--- src/rtl/nps_pkg.sv ---
// Shared types and constants of the nearest point steering block.
package nps_pkg;

   localparam int NPS_MAX_POINTS = 256;
   localparam int NPS_FRAC_BITS  = 16;
   localparam logic [30:0] NPS_MAG_RESET = 31'((1 << NPS_FRAC_BITS) / 100);

   localparam int NPS_NUM_W  = 65;   // |u| times max_magnitude
   localparam int NPS_DEN_W  = 36;   // integer square root of the squared length
   localparam int NPS_QUO_W  = 31;   // quotient, known to stay below 2^31
   localparam int NPS_SUM_W  = 70;   // sum of three squares
   localparam int NPS_SQ_W   = 68;   // one square

   // Configuration register indexes.
   localparam logic NPS_CSR_MAX_MAG     = 1'b0;
   localparam logic NPS_CSR_POINT_COUNT = 1'b1;

   // Input command codes.
   localparam logic NPS_CMD_LOAD  = 1'b0;
   localparam logic NPS_CMD_QUERY = 1'b1;

   typedef enum logic [3:0] {
      NPS_IDLE,
      NPS_SCAN,
      NPS_UDIFF,
      NPS_UABS,
      NPS_USQ,
      NPS_USUM,
      NPS_UCMP,
      NPS_SQRT,
      NPS_PROD,
      NPS_DIVGO,
      NPS_DIVW,
      NPS_DONE
   } nps_state_type;

   typedef struct packed {
      logic                 start;
      logic [NPS_NUM_W-1:0] num;
      logic [NPS_DEN_W-1:0] den;
   } nps_div_req_type;

   typedef struct packed {
      logic                 done;
      logic [NPS_QUO_W-1:0] quo;
   } nps_div_rsp_type;

endpackage

--- src/rtl/nps_div.sv ---
// Restoring divider, one quotient bit per cycle, for the steering clamp.
module nps_div
   import nps_pkg::*;
(
   input  logic            clock,
   input  logic            reset,
   input  nps_div_req_type req,
   output nps_div_rsp_type rsp
);

   logic                 busy_ff, busy_in;
   logic                 done_ff, done_in;
   logic [4:0]           cnt_ff, cnt_in;
   logic [NPS_DEN_W-1:0] rem_ff, rem_in;
   logic [NPS_DEN_W-1:0] den_ff, den_in;
   logic [NPS_QUO_W-1:0] low_ff, low_in;
   logic [NPS_QUO_W-1:0] quo_ff, quo_in;
   logic [NPS_DEN_W:0]   trial;
   logic                 fits;

   assign trial = {rem_ff, low_ff[NPS_QUO_W-1]};
   assign fits  = trial >= {1'b0, den_ff};

   always_comb begin
      busy_in = busy_ff;
      done_in = 1'b0;
      cnt_in  = cnt_ff;
      rem_in  = rem_ff;
      den_in  = den_ff;
      low_in  = low_ff;
      quo_in  = quo_ff;
      if (req.start) begin
         // The quotient stays below 2^31, so the upper numerator bits are below den.
         busy_in = 1'b1;
         cnt_in  = 5'(NPS_QUO_W - 1);
         rem_in  = NPS_DEN_W'(req.num[NPS_NUM_W-1:NPS_QUO_W]);
         low_in  = req.num[NPS_QUO_W-1:0];
         den_in  = req.den;
         quo_in  = '0;
      end else if (busy_ff) begin
         rem_in = fits ? NPS_DEN_W'(trial - {1'b0, den_ff}) : trial[NPS_DEN_W-1:0];
         quo_in = {quo_ff[NPS_QUO_W-2:0], fits};
         low_in = {low_ff[NPS_QUO_W-2:0], 1'b0};
         cnt_in = cnt_ff - 5'd1;
         if (cnt_ff == 5'd0) begin
            busy_in = 1'b0;
            done_in = 1'b1;
         end
      end
   end

   always_ff @(posedge clock) begin
      if (reset) begin
         busy_ff <= 1'b0;
         done_ff <= 1'b0;
      end else begin
         busy_ff <= busy_in;
         done_ff <= done_in;
      end
      cnt_ff <= cnt_in;
      rem_ff <= rem_in;
      den_ff <= den_in;
      low_ff <= low_in;
      quo_ff <= quo_in;
   end

   assign rsp.done = done_ff;
   assign rsp.quo  = quo_ff;

endmodule

--- config.mk ---
export PLATFORM = sky130hd
export DESIGN_NAME = nps_div
export DESIGN_NICKNAME = d
export VERILOG_FILES = /design/src/rtl/nps_pkg.sv /design/src/rtl/nps_div.sv
export SDC_FILE = /design/constraint.sdc
export NUM_CORES = 1
export LEC_CHECK = 0
export BUFFER_PORTS_ARGS = -buffer_cell sky130_fd_sc_hd__buf_2
export CAP_MARGIN = 20
export CORE_MARGIN = 3
export CORE_UTILIZATION = 38
export DETAILED_ROUTE_END_ITERATION = 16
export SYNTH_ARGS = -nofsm -noshare
export SYNTH_HDL_FRONTEND = slang
export SYNTH_SLANG_ARGS = --single-unit
--- constraint.sdc ---
create_clock -name clock -period 3.5 [get_ports clock]
set_input_delay 0.7 -clock clock [delete_from_list [all_inputs] [get_ports clock]]
set_output_delay 0.7 -clock clock [all_outputs]
set_load 0.1 [all_outputs]
==> results.yml <==
run_status:
  status: "completed"
route:
  vias: 6108
  ant_nets: 0
  route.detailed.drc: 0
  first_pass_iters: 5
  wl_per_cell_um: 16.2
  vias_per_cell: 5.15
  drt_iter0_markers: 262
  wirelength_mm: 19.2
critical_path:
  end_kind: "flip-flop"
  cp_max_fo: 12
  crit_arrival_ns: 3.49
  cpPeakStageDelay_ns: 0.52
  crit_required_ns: 3.67
  startpoint_type: "flip-flop"
  path_delay_family: "compound AO/OA/AOI/OAI gates"
  path_cells: "ha_1 > nor2b_1 > o2111ai_1 > a21oi_2 > o31a_1 > a2111oi_4 > or2_1 > buf_4 > nor4_1 > or3_1"
  critPathKind: "flip-flop to flip-flop"
  crit_slowest_cell: "a2111oi_4"
  worst-path-buf-inv: 1
floorplanning:
  initial_core_util_pct: 39.0
  die_h_um: 151
  fp.dieW_um: 151
  num_rows: 52
  core-area_um2: 20400
  num_io_pins: 136
  die-area_um2: 22700
timing:
  min_period_over_period_pct: 94.8
  fmax_mhz: 301
  tightest_slew_ns: 0.603
  rsz0062_at_grt: "false"
  slew_violations: 0
  setup_tns_ns: 0
  setup_violations: 0
  clock_skew_ns: 0.00984
  min_period_ns: 3.32
  max_slew_margin_pct: 59.5
  hold_viol: 0
synthesis:
  async_reset_ff_share_pct: 0
  ys_seq_area_share_pct: 48.2
  synth_cells: 765
  syn_avg_cell_area_um2: 10.4
  synth_area_um2: 7950
  synth_nets: 907
  ys_ff_latch: 141
  yosysWarnings: 0
  synth_cell_types: 68
  ys.flop_type: "edfxtp_1"
  synth_edf_count: 101
clocking:
  cts_tree: "done"
  h-tree-depth: 4
  cts_made_buffers: 17
  clock-sinks: 141
  insertion_delay_ns: 0.43
  ctsRootBufferMaster: "clkbuf_16"
  clockBufferDepth: 2
  clkTransAtPathRegs_ns: 0.07
final_layout:
  multi_input_area_um2: 3760
  num-fill-cells: 1932
  final_common_cell: "buf_2"
  seq_area_um2: 3830
  layout-drive-gt1-share_pct: 25.8
  finalInstanceArea_um2: 9560
  nNetsFinal: 1043
  area_growth_pct: 20.3
  layout_common_cells: "134 x buf_2, 101 x edfxtp_1, 69 x nand2_1, 63 x nor2_1, 48 x inv_1"
placed_design:
  place_congestion: 0.859
  dp_hpwl_mm: 13.8
  place_area_um2: 8970
  numPortBuffers: 135
power_and_ir_drop:
  powerDensity_nw_per_um2: 581
  p_sw_w: 0.00188
  total_power_w: 0.00556
  seqPwrFrac_pct: 37.1
  power.internal_w: 0.00367
  leakage_nw: 4.05
  combPwrFrac_pct: 31.2
  ir_worst_vdd_v: 0.000307
  p_sw_share_pct: 33.9
  p_clk_share_pct: 31.7
global_route:
  grt_pass1_wl_mm: 31.4
  globalRouteTotalUtil_pct: 17.5
  grt_max_degree: 80
  antenna_found_initial: 3
  grt_pass1_vias: 6198
  grt-ovfl-total: 0
job:
  max-cap-violations: 0
min_path:
  hold_path_class: "input pin to flip-flop"
-- logic make-up (layout without fill, tap and decap cells) --
logic type,Yosys count,count (layout),share of synthesized area [%]
simple gates,225,225,13.3
mux,80,80,10.6
compound gates,166,166,14.0
xor+xnor,29,29,3.19
other cells,0,1,0
fa+ha+maj,38,38,6.07
buf+inv,86,235,4.64
flops,141,141,48.2
-- cells in the mapped netlist (7+ instances only) --
cell type,number,area [µm²]
a21o_1,10,75.1
a21oi_1,42,210
a2bb2oi_1,8,70.1
and3_1,8,50.1
buf_1,9,33.8
clkbuf_1,15,56.3
dfxtp_1,40,801
edfxtp_1,101,3030
ha_1,37,463
inv_1,48,180
mux2_2,33,372
mux2i_1,47,470
nand2_1,70,263
nand3_1,21,105
nand4_1,7,43.8
nor2_1,63,236
nor2b_1,7,43.8
nor3_1,12,60.1
o21ai_0,46,230
xnor2_1,17,149
xor2_1,12,105
-- power by group through the flow --
| stage | Clock (W) | Combinational, W | Sequential (W) |
|---|---|---|---|
| global placement | 0 | 0.00170 | 0.00210 |
| global route | 0.00187 | 0.00193 | 0.00208 |
| detailed placement | 0 | 0.00171 | 0.00210 |
| CTS | 0.00180 | 0.00172 | 0.00206 |
| floorplan | 0 | 0.00126 | 0.00209 |
| finish | 0.00176 | 0.00173 | 0.00206 |
-- layer usage --
metal,track usage (%),routed length (µm),vias up
met5,0,34,-
met4,5.21,303,6
met3,6.02,1450,26
met2,27.5,8600,168
met1,23.1,8840,2828
li1,-,-,3080
-- flip-flops by register name, summed over array words and instances (netlist names) --
register,flops
den_ff,36
rem_ff,36
low_ff,31
quo_ff,31
cnt_ff,5
busy_ff,1
done_ff,1
-- what timing repair did --
item                       4_1_cts  5_1_grt
setup endpoints to repair        0       11
gates resized for setup          0        1
setup buffers                    0        1
hold buffers                     0        0
-- worst paths after layout --
path	depth (start not counted)	slack [ns]	startpoint	endpoint
worst max-delay path	10	0.18	rem_ff[0]	rem_ff[32]
worst min-delay path	2	0.45	reset	busy_ff
worst max register to register	10	0.18	rem_ff[0]	rem_ff[32]
worst min register to register	2	0.49	quo_ff[30]	quo_ff[30]
-- layout make-up --
class | instances | area share (%)
diodes | 1 | 0.0262
clock buffers | 17 | 4.45
clock inverters | 15 | 1.56
inverters | 49 | 1.92
multi-input cells | 538 | 39.3
flip-flops and latches | 141 | 40.1
well taps | 270 | 3.53
repair buffers | 154 | 9.11
-- stage by stage --
step	instances	hold WS (ns)	setup WS [ns]	util [%]
after global routing	1184	0.428	0.0437	46.9
after detailed placement	1151	0.477	0.151	44.1
after global placement	1151	0.472	0.250	44.1
after floorplan	765	0.457	0.399	-
after CTS	1183	0.428	0.140	46.9
final	1185	0.447	0.181	47.0
(Power assumes the default switching activity.)
